File: config.mk
export PLATFORM = sky130hd
export DESIGN_NAME = nearest_probe_select
export DESIGN_NICKNAME = d
export VERILOG_FILES = /design/src/rtl/nps_pkg.sv /design/src/rtl/nps_dist_unit.sv /design/src/rtl/nearest_probe_select.sv
export SDC_FILE = /design/constraint.sdc
export NUM_CORES = 2
export LEC_CHECK = 0
export BUFFER_PORTS_ARGS = -buffer_cell sky130_fd_sc_hd__buf_2
export CAP_MARGIN = 20
export CELL_PAD_IN_SITES_DETAIL_PLACEMENT = 0
export CELL_PAD_IN_SITES_GLOBAL_PLACEMENT = 2
export CORE_MARGIN = 1.5
export CORE_UTILIZATION = 44
export CTS_CLUSTER_SIZE = 10
export DETAILED_ROUTE_END_ITERATION = 10
export PLACE_DENSITY_LB_ADDON = 0.1
export SYNTH_ARGS = -nofsm -noshare
export SYNTH_HDL_FRONTEND = slang
export SYNTH_SLANG_ARGS = --single-unit
File: constraint.sdc
create_clock -name clk_i -period 13.2 [get_ports clk_i]
set_input_delay 3.96 -clock clk_i [delete_from_list [all_inputs] [get_ports clk_i]]
set_output_delay 3.96 -clock clk_i [all_outputs]
set_load 0.02 [all_outputs]
File: src/rtl/nps_pkg.sv
// ----------------------------------------------------------------------------
// nps_pkg
// codes, field layout and control types of the nearest probe selector
// ----------------------------------------------------------------------------
package nps_pkg;

  localparam int FUNC_W     = 2;
  localparam int MODE_W     = 2;
  localparam int CHOICE_W   = 2;
  localparam int IDX_OUT_W  = 4;
  localparam int OUT_DATA_W = 16;

  // result word layout, lowest bit first
  localparam int OUT_FULL_LSB = 0;
  localparam int OUT_LCH_LSB  = OUT_FULL_LSB + 1;
  localparam int OUT_LIDX_LSB = OUT_LCH_LSB + CHOICE_W;
  localparam int OUT_RCH_LSB  = OUT_LIDX_LSB + IDX_OUT_W;
  localparam int OUT_RIDX_LSB = OUT_RCH_LSB + CHOICE_W;
  localparam int OUT_USED_W   = OUT_RIDX_LSB + IDX_OUT_W;

  typedef enum logic [FUNC_W-1:0] {
    FUNC_ADD_LIGHT = 2'd0,
    FUNC_ADD_REFL  = 2'd1,
    FUNC_QUERY     = 2'd2
  } func_e;

  typedef enum logic [MODE_W-1:0] {
    MODE_NEAREST  = 2'd0,
    MODE_FALLBACK = 2'd1,
    MODE_NONE     = 2'd2
  } mode_e;

  typedef enum logic [CHOICE_W-1:0] {
    CHOICE_NONE     = 2'd0,
    CHOICE_INDEX    = 2'd1,
    CHOICE_FALLBACK = 2'd2
  } choice_e;

  typedef enum logic [1:0] {
    S_IDLE,
    S_SCAN,
    S_DONE
  } state_e;

  // per-entry sequence: compare previous distance, then one axis a cycle
  typedef enum logic [1:0] {
    PH_CMP,
    PH_X,
    PH_Y,
    PH_Z
  } phase_e;

  typedef struct packed {
    logic clear;
    logic mac_first;
    logic mac_en;
    logic cmp_en;
  } dist_ctl_t;

endpackage

File: src/rtl/nps_dist_unit.sv
// ----------------------------------------------------------------------------
// nps_dist_unit
// squared distance accumulator with running minimum, one axis per cycle
// ----------------------------------------------------------------------------
module nps_dist_unit import nps_pkg::*; #(
  parameter int CW = 16,
  parameter int IW = 4
) (
  input  logic                 clk_i,
  input  logic                 rst_ni,
  input  dist_ctl_t            ctl_i,
  input  logic        [CW-1:0] probe_i,
  input  logic        [CW-1:0] query_i,
  input  logic        [IW-1:0] idx_i,
  output logic        [IW-1:0] best_idx_o
);

  localparam int ACC_W = 2 * CW + 2;

  logic [CW:0]      diff;
  logic [CW:0]      mag;
  logic [ACC_W-1:0] mag_ext;
  logic [ACC_W-1:0] sq;
  logic [ACC_W-1:0] acc_q, acc_d;
  logic [ACC_W-1:0] best_q;
  logic [IW-1:0]    acc_idx_q;
  logic [IW-1:0]    best_idx_q;
  logic             found_q;
  logic             take;

  always_comb begin
    diff    = {probe_i[CW-1], probe_i} - {query_i[CW-1], query_i};
    mag     = diff[CW] ? ((~diff) + {{CW{1'b0}}, 1'b1}) : diff;
    mag_ext = ACC_W'(mag);
    sq      = mag_ext * mag_ext;
    acc_d   = ctl_i.mac_first ? sq : (acc_q + sq);
    // first entry always taken, afterwards strictly smaller only
    take    = ctl_i.cmp_en && (!found_q || (acc_q < best_q));
  end

  always_ff @(posedge clk_i) begin
    if (ctl_i.mac_en) begin
      acc_q <= acc_d;
    end
    if (ctl_i.mac_first) begin
      acc_idx_q <= idx_i;
    end
    if (take) begin
      best_q     <= acc_q;
      best_idx_q <= acc_idx_q;
    end
  end

  always_ff @(posedge clk_i or negedge rst_ni) begin
    if (!rst_ni) begin
      found_q <= 1'b0;
    end else if (ctl_i.clear) begin
      found_q <= 1'b0;
    end else if (take) begin
      found_q <= 1'b1;
    end
  end

  assign best_idx_o = best_idx_q;

endmodule

File: src/rtl/nearest_probe_select.sv
// ----------------------------------------------------------------------------
// nearest_probe_select
// light and reflection probe tables with nearest probe lookup
// ----------------------------------------------------------------------------
// Two tables of up to MAX_PROBES probe positions are filled by add words
// (tuser selects add light, add reflection or query; tdata carries x, y, z).
// An add, a query outside nearest mode and an unused code give their result
// word in the cycle after acceptance. A nearest mode query walks both tables
// together, entry by entry (one distance compare, then one squared axis per
// cycle through the single multiplier of each table's distance unit), and
// its result word is loaded once the scan ends and the output register is
// free. Input is taken only while no query is in progress and the output
// register is free or being drained.
module nearest_probe_select import nps_pkg::*; #(
  parameter int MAX_PROBES = 16,
  parameter int COORD_BITS = 16
) (
  input  logic                                    clk_i,
  input  logic                                    rst_ni,
  input  logic                                    s_axis_tvalid,
  output logic                                    s_axis_tready,
  // pos_x, pos_y, pos_z, zero pad
  input  logic [((3*COORD_BITS+7)/8)*8-1:0]       s_axis_tdata,
  // func
  input  logic [FUNC_W-1:0]                       s_axis_tuser,
  output logic                                    m_axis_tvalid,
  input  logic                                    m_axis_tready,
  // table_full, light_choice, light_index, refl_choice, refl_index, zero pad
  output logic [OUT_DATA_W-1:0]                   m_axis_tdata,
  input  logic                                    cfg_we_i,
  input  logic [MODE_W-1:0]                       cfg_wdata_i
);

  localparam int IW    = (MAX_PROBES > 1) ? $clog2(MAX_PROBES) : 1;
  localparam int CNT_W = $clog2(MAX_PROBES + 1);
  localparam int POS_W = 3 * COORD_BITS;
  localparam int CW    = COORD_BITS;

  state_e                 state_q, state_d;
  phase_e                 phase_q, phase_d;
  mode_e                  mode_q;
  logic [CNT_W-1:0]       ptr_q, ptr_d;
  logic [CNT_W-1:0]       light_cnt_q, light_cnt_d;
  logic [CNT_W-1:0]       refl_cnt_q, refl_cnt_d;
  logic                   light_pend_q, light_pend_d;
  logic                   refl_pend_q, refl_pend_d;
  logic [POS_W-1:0]       qpos_q;

  logic [POS_W-1:0]       light_mem [MAX_PROBES];
  logic [POS_W-1:0]       refl_mem  [MAX_PROBES];
  logic [POS_W-1:0]       light_rd_q;
  logic [POS_W-1:0]       refl_rd_q;

  logic                   m_valid_q;
  logic [OUT_DATA_W-1:0]  m_data_q;

  func_e                  func;
  logic                   in_acc;
  logic                   out_free;
  logic                   light_full, refl_full;
  logic                   light_we, refl_we;
  logic                   light_act, refl_act;
  logic                   scan_end;

  dist_ctl_t              light_ctl, refl_ctl;
  logic [CW-1:0]          light_coord, refl_coord, query_coord;
  logic [IW-1:0]          light_best, refl_best;

  logic                   out_load;
  logic                   o_full;
  choice_e                o_lch, o_rch;
  logic [IDX_OUT_W-1:0]   o_lidx, o_ridx;

  assign func       = func_e'(s_axis_tuser);
  assign out_free   = !m_valid_q || m_axis_tready;
  assign in_acc     = s_axis_tvalid && s_axis_tready;
  assign light_full = (light_cnt_q >= CNT_W'(MAX_PROBES));
  assign refl_full  = (refl_cnt_q >= CNT_W'(MAX_PROBES));
  assign light_we   = in_acc && (func == FUNC_ADD_LIGHT) && !light_full;
  assign refl_we    = in_acc && (func == FUNC_ADD_REFL) && !refl_full;
  assign light_act  = (ptr_q < light_cnt_q);
  assign refl_act   = (ptr_q < refl_cnt_q);
  assign scan_end   = !light_act && !refl_act;

  // probe tables, one write and one registered read port each
  always_ff @(posedge clk_i) begin
    if (light_we) begin
      light_mem[light_cnt_q[IW-1:0]] <= s_axis_tdata[POS_W-1:0];
    end
    light_rd_q <= light_mem[ptr_q[IW-1:0]];
  end

  always_ff @(posedge clk_i) begin
    if (refl_we) begin
      refl_mem[refl_cnt_q[IW-1:0]] <= s_axis_tdata[POS_W-1:0];
    end
    refl_rd_q <= refl_mem[ptr_q[IW-1:0]];
  end

  // axis select for the distance units
  always_comb begin
    case (phase_q)
      PH_Y: begin
        light_coord = light_rd_q[2*CW-1:CW];
        refl_coord  = refl_rd_q[2*CW-1:CW];
        query_coord = qpos_q[2*CW-1:CW];
      end
      PH_Z: begin
        light_coord = light_rd_q[3*CW-1:2*CW];
        refl_coord  = refl_rd_q[3*CW-1:2*CW];
        query_coord = qpos_q[3*CW-1:2*CW];
      end
      default: begin
        light_coord = light_rd_q[CW-1:0];
        refl_coord  = refl_rd_q[CW-1:0];
        query_coord = qpos_q[CW-1:0];
      end
    endcase
  end

  // next state
  always_comb begin
    state_d      = state_q;
    phase_d      = phase_q;
    ptr_d        = ptr_q;
    light_cnt_d  = light_cnt_q;
    refl_cnt_d   = refl_cnt_q;
    light_pend_d = light_pend_q;
    refl_pend_d  = refl_pend_q;
    case (state_q)
      S_IDLE: begin
        if (light_we) begin
          light_cnt_d = light_cnt_q + 1'b1;
        end
        if (refl_we) begin
          refl_cnt_d = refl_cnt_q + 1'b1;
        end
        if (in_acc && (func == FUNC_QUERY) && (mode_q == MODE_NEAREST)) begin
          state_d      = S_SCAN;
          phase_d      = PH_CMP;
          ptr_d        = '0;
          light_pend_d = 1'b0;
          refl_pend_d  = 1'b0;
        end
      end
      S_SCAN: begin
        case (phase_q)
          PH_CMP: begin
            if (scan_end) begin
              state_d = S_DONE;
            end else begin
              phase_d = PH_X;
            end
          end
          PH_X: phase_d = PH_Y;
          PH_Y: phase_d = PH_Z;
          PH_Z: begin
            light_pend_d = light_act;
            refl_pend_d  = refl_act;
            ptr_d        = ptr_q + 1'b1;
            phase_d      = PH_CMP;
          end
          default: phase_d = PH_CMP;
        endcase
      end
      S_DONE: begin
        if (out_free) begin
          state_d = S_IDLE;
        end
      end
      default: state_d = S_IDLE;
    endcase
  end

  // outputs of the sequencer
  always_comb begin
    s_axis_tready = (state_q == S_IDLE) && out_free;
    light_ctl     = '0;
    refl_ctl      = '0;
    out_load      = 1'b0;
    o_full        = 1'b0;
    o_lch         = CHOICE_NONE;
    o_rch         = CHOICE_NONE;
    o_lidx        = '0;
    o_ridx        = '0;
    case (state_q)
      S_IDLE: begin
        if (in_acc) begin
          case (func)
            FUNC_ADD_LIGHT: begin
              out_load = 1'b1;
              o_full   = light_full;
            end
            FUNC_ADD_REFL: begin
              out_load = 1'b1;
              o_full   = refl_full;
            end
            FUNC_QUERY: begin
              case (mode_q)
                MODE_NEAREST: begin
                  light_ctl.clear = 1'b1;
                  refl_ctl.clear  = 1'b1;
                end
                MODE_FALLBACK: begin
                  out_load = 1'b1;
                  o_lch    = CHOICE_FALLBACK;
                  o_rch    = CHOICE_FALLBACK;
                end
                default: out_load = 1'b1;
              endcase
            end
            default: out_load = 1'b1;
          endcase
        end
      end
      S_SCAN: begin
        case (phase_q)
          PH_CMP: begin
            light_ctl.cmp_en = light_pend_q;
            refl_ctl.cmp_en  = refl_pend_q;
          end
          PH_X: begin
            light_ctl.mac_first = light_act;
            light_ctl.mac_en    = light_act;
            refl_ctl.mac_first  = refl_act;
            refl_ctl.mac_en     = refl_act;
          end
          default: begin
            light_ctl.mac_en = light_act;
            refl_ctl.mac_en  = refl_act;
          end
        endcase
      end
      S_DONE: begin
        if (out_free) begin
          out_load = 1'b1;
          if (light_cnt_q == '0) begin
            o_lch = CHOICE_FALLBACK;
          end else begin
            o_lch  = CHOICE_INDEX;
            o_lidx = IDX_OUT_W'(light_best);
          end
          if (refl_cnt_q == '0) begin
            o_rch = CHOICE_FALLBACK;
          end else begin
            o_rch  = CHOICE_INDEX;
            o_ridx = IDX_OUT_W'(refl_best);
          end
        end
      end
      default: ;
    endcase
  end

  always_ff @(posedge clk_i or negedge rst_ni) begin
    if (!rst_ni) begin
      state_q      <= S_IDLE;
      phase_q      <= PH_CMP;
      mode_q       <= MODE_NEAREST;
      ptr_q        <= '0;
      light_cnt_q  <= '0;
      refl_cnt_q   <= '0;
      light_pend_q <= 1'b0;
      refl_pend_q  <= 1'b0;
      m_valid_q    <= 1'b0;
    end else begin
      state_q      <= state_d;
      phase_q      <= phase_d;
      ptr_q        <= ptr_d;
      light_cnt_q  <= light_cnt_d;
      refl_cnt_q   <= refl_cnt_d;
      light_pend_q <= light_pend_d;
      refl_pend_q  <= refl_pend_d;
      if (cfg_we_i) begin
        mode_q <= mode_e'(cfg_wdata_i);
      end
      if (out_load) begin
        m_valid_q <= 1'b1;
      end else if (m_axis_tready) begin
        m_valid_q <= 1'b0;
      end
    end
  end

  always_ff @(posedge clk_i) begin
    if (in_acc) begin
      qpos_q <= s_axis_tdata[POS_W-1:0];
    end
    if (out_load) begin
      m_data_q <= {{(OUT_DATA_W-OUT_USED_W){1'b0}}, o_ridx, o_rch, o_lidx, o_lch, o_full};
    end
  end

  nps_dist_unit #(
    .CW (CW),
    .IW (IW)
  ) u_light_dist (
    .clk_i      (clk_i),
    .rst_ni     (rst_ni),
    .ctl_i      (light_ctl),
    .probe_i    (light_coord),
    .query_i    (query_coord),
    .idx_i      (ptr_q[IW-1:0]),
    .best_idx_o (light_best)
  );

  nps_dist_unit #(
    .CW (CW),
    .IW (IW)
  ) u_refl_dist (
    .clk_i      (clk_i),
    .rst_ni     (rst_ni),
    .ctl_i      (refl_ctl),
    .probe_i    (refl_coord),
    .query_i    (query_coord),
    .idx_i      (ptr_q[IW-1:0]),
    .best_idx_o (refl_best)
  );

  assign m_axis_tvalid = m_valid_q;
  assign m_axis_tdata  = m_data_q;

endmodule

==> metrics.md <==
| Metric | Value |
|---|---|
| Finish-stage setup viols | 0 |
| Clk pin slew, worst setup/hold paths | 0.05 ns |
| Final net count | 6823 |
| Post-route DRC violation count | 0 |
| Hold_buf cts | 0 |
| Die Area | approximately 0.21 sq mm |
| Commonest register cell after synthesis | edfxtp_1 |
| Core area | 0.2077 sq mm |
| EDFF count, synth | about 1700 |
| Skew final | around 0.095 ns |
| All-layer global routing usage | between 20% and 30% |
| Worst-Margin Slew | 1.137 ns |
| Synth async-reset ratio | approximately 1.4% |
| Vias in the first global route | between 50000 and 60000 |
| Final worst slack | 0.6836 ns |
| # IOs | 75 |
| Slowest cell on the critical path | fa_1 |
| DR WL/cell | between 20 and 30 um |
| Final Non-Filler Cells | 8963 |
| Share of layout cells above drive strength 1 | around 18% |
| Data arrival time of the worst path | between 10 and 15 ns |
| TritonCTS buffer count | 211 |
| # rows | approximately 170 |
| Final Hold Vio Count | 0 |
| Critical-path maximum fanout | 12 |
| Drt total wl | approximately 250 mm |
| First-pass DRT Iterations | 5 |
| Seq/Total Area, Yosys | 59.74% |
| Final GP Congestion | ~0.87 |
| ANT nets after route | 0 |
| #FFs+latches synth | about 1900 |
| P&R area growth vs syn | 12.25% |
| Mean Syn Cell Area | approximately 16 sq um |
| Status | completed |
| Initial antenna violation count | 24 |
| CTS HTree Levels | 4 |
| Max Cap Viol | 0 |
| WP data required | between 10 and 15 ns |
| Min-delay worst type | register to register |
| CTS max path bufs | 3 |
| Relative slew slack | about 24% |
| Synth Instances | 5715 |
| CTS tree | yes |
| Max Fclk | about 0.08 GHz |
| Initial Util | between 40% and 50% |
| Slowest Stage Delay on Critical Path | between 0.5 and 0.6 ns |
| CP endpoint kind | register |
| Synth warn | 0 |
| Die Span Y | ~460 um |
| Final Critical Period | ~13 ns |
| Post-Synthesis Cell Area | between 0.09 and 0.1 sq mm |
| Vias | 49690 |
| Die W | ~460 um |
| Placed cell count | 8552 |
| Root Buffer | clkbuf_16 |
| Kind of critical path | register to register |
| Placed cell area | slightly below 0.1 sq mm |
| Fin area | approximately 0.10 sq mm |
| Detail Placement HPWL | around 150 mm |
| Number of port buffers | just over 70 |
| Slew Limit Fails | 0 |
| Startpoint Class | register |
| Clock Latency Late Sink | roughly 0.87 ns |
| Global-route wire length before repair | between 300 and 400 mm |
| Netlist cell types | 110 |
| Place WS | around 0.13 ns |
| Largest net degree at the start of global routing | approximately 120 |
| Final Cycle Share | 94.82% |
| GRT overflow | 0 |
| Via/cell ratio | approximately 5.5 |
| CTS sink cnt | between 1500 and 2000 |
| 1st-iter DRT viols | 4379 |
[sequential cells by signal, indices dropped and copies added (netlist names), 4 cells and up]
| signal | flops |
|---|---|
| refl_mem | 768 |
| u_light_dist.acc_q | 34 |
| u_light_dist.acc_idx_q | 4 |
| light_mem | 768 |
| refl_rd_q | 48 |
| ptr_q | 5 |
| m_axis_tdata | 13 |
| light_cnt_q | 5 |
| qpos_q | 48 |
| u_refl_dist.acc_idx_q | 4 |
| u_refl_dist.best_idx_o | 4 |
| refl_cnt_q | 5 |
| u_light_dist.best_idx_o | 4 |
| u_refl_dist.acc_q | 34 |
| light_rd_q | 48 |
| u_light_dist.best_q | 34 |
| u_refl_dist.best_q | 34 |
[area by class of cell]
type / count / area [sq um]
clock inverters: 18 / 311.5
inverters: 700 / 2631
clock buffers: 368 / 6066
multi-input cells: 2983 / 34270
repair buffers: 230 / 1623
fillers: 17560 / 104200
well taps: 2788 / 3488
diodes: 5 / 12.51
flip-flops and latches: 1871 / 55110
[what timing repair did]
item | in CTS | in global routing
buffers inserted | 0 | 19
gates resized for setup | 0 | 34
endpoints found under the setup margin | 0 | 9
[cells in the final DEF, fill, tap and decap left out, types with 24 or more instances in the layout]
master | netlist | layout
a22o_1 | 28 | 28
xnor2_1 | 118 | 117
nand2b_1 | 42 | 42
buf_4 | 9 | 152
nor2b_1 | 35 | 35
o21ai_0 | 121 | 118
ha_1 | 385 | 383
a21o_1 | 98 | 98
nor3_1 | 35 | 24
nand2_1 | 287 | 287
dfxtp_1 | 96 | 96
nand3_1 | 34 | 34
nor2_4 | 0 | 26
clkbuf_16 | 0 | 216
conb_1 | 2 | 27
mux4_2 | 480 | 480
clkbuf_1 | 120 | 143
o21bai_1 | 30 | 30
nor2_1 | 249 | 222
edfxtp_1 | 1749 | 1749
nand4_1 | 25 | 25
a21oi_1 | 173 | 170
xor2_1 | 71 | 68
and2_1 | 27 | 27
fa_1 | 384 | 384
inv_1 | 687 | 684
buf_2 | 17 | 71
[worst max-delay path, delay by kind of cell (launching register included)]
kind	cells	cell delay [ns]
simple gates	8	1.10
buf+inv	12	1.32
mux	2	0.49
xor+xnor	3	0.52
flops	1	0.40
fa+ha+maj	11	4.50
compound gates	18	3.87
[metrics by stage]
stage | utilization, % | hold slack (ns) | TNS [ns]
floorplan | - | 0.4003 | 0
global placement | 46.59 | 0.4023 | 0
detailed placement | 46.59 | 0.4045 | 0
CTS | 49.66 | 0.4177 | 0
global route | 49.83 | 0.4296 | -0.01842
finish | 49.84 | 0.4166 | 0
[synthesized netlist by cell type (8+ instances only)]
cell type  count  area (sq um)
a211o_1        9         78.83
a211oi_1      13         97.59
a21o_1        98         735.7
a21oi_1      173         865.8
a221oi_1      10         87.58
a22o_1        28         245.2
a22oi_1       24         180.2
a31o_2         8         70.07
a31oi_1       15         93.84
and2_1        27         168.9
and3_1        18         112.6
buf_1         36         135.1
buf_2         17         85.08
buf_4          9         67.56
clkbuf_1     120         450.4
dfrtp_1       26         650.6
dfxtp_1       96          1922
edfxtp_1    1749         52520
fa_1         384          7687
ha_1         385          4817
inv_1        687          2579
inv_2         10         37.54
mux2_2        13         146.4
mux4_2       480         10810
nand2_1      287          1077
nand2b_1      42         262.8
nand3_1       34         170.2
nand4_1       25         156.4
nor2_1       249         934.7
nor2b_1       35         219.0
nor3_1        35         175.2
nor3b_1       16         120.1
o211ai_1      18         135.1
o21a_1        15         112.6
o21ai_0      121         605.6
o21bai_1      30         225.2
o31ai_1       11         82.58
or3_1          8         50.05
xnor2_1      118          1033
xor2_1        71         621.9
[final timing paths]
kind	startpoint	end	cells past startpoint	slack, ns
min in group asynchronous	rst_ni	phase_q[1]	1	3.01
worst min-delay path	u_refl_dist.acc_idx_q[2]	u_refl_dist.best_idx_o[2]	0	0.42
worst max-delay path	phase_q[0]	u_refl_dist.acc_q[32]	54	0.68
max in group asynchronous	rst_ni	ptr_q[0]	2	9.68
worst max register to register	phase_q[0]	u_refl_dist.acc_q[32]	54	0.68
worst min register to register	u_refl_dist.acc_idx_q[2]	u_refl_dist.best_idx_o[2]	0	0.42
[cell families (layout without fill, tap and decap cells)]
group	Yosys count	in the layout	share of synthesized area, %
flops	1871	1871	59.74
buf+inv	886	1316	3.699
simple gates	840	840	4.355
fa+ha+maj	774	774	13.62
compound gates	649	649	4.735
mux	498	498	11.94
xor+xnor	195	195	1.908
other cells	2	32	0.008144
[metal layers]
metal  share of wire [%]  GRT usage, %
met5               0.055             0
met1                  42         31.87
met4                 2.3         5.956
met2                  50         39.51
met3                 5.5         3.723
Power is left out: the tool's default activity adds up to more than one toggle a clock period on the data nets, which glitch-free logic cannot reach.
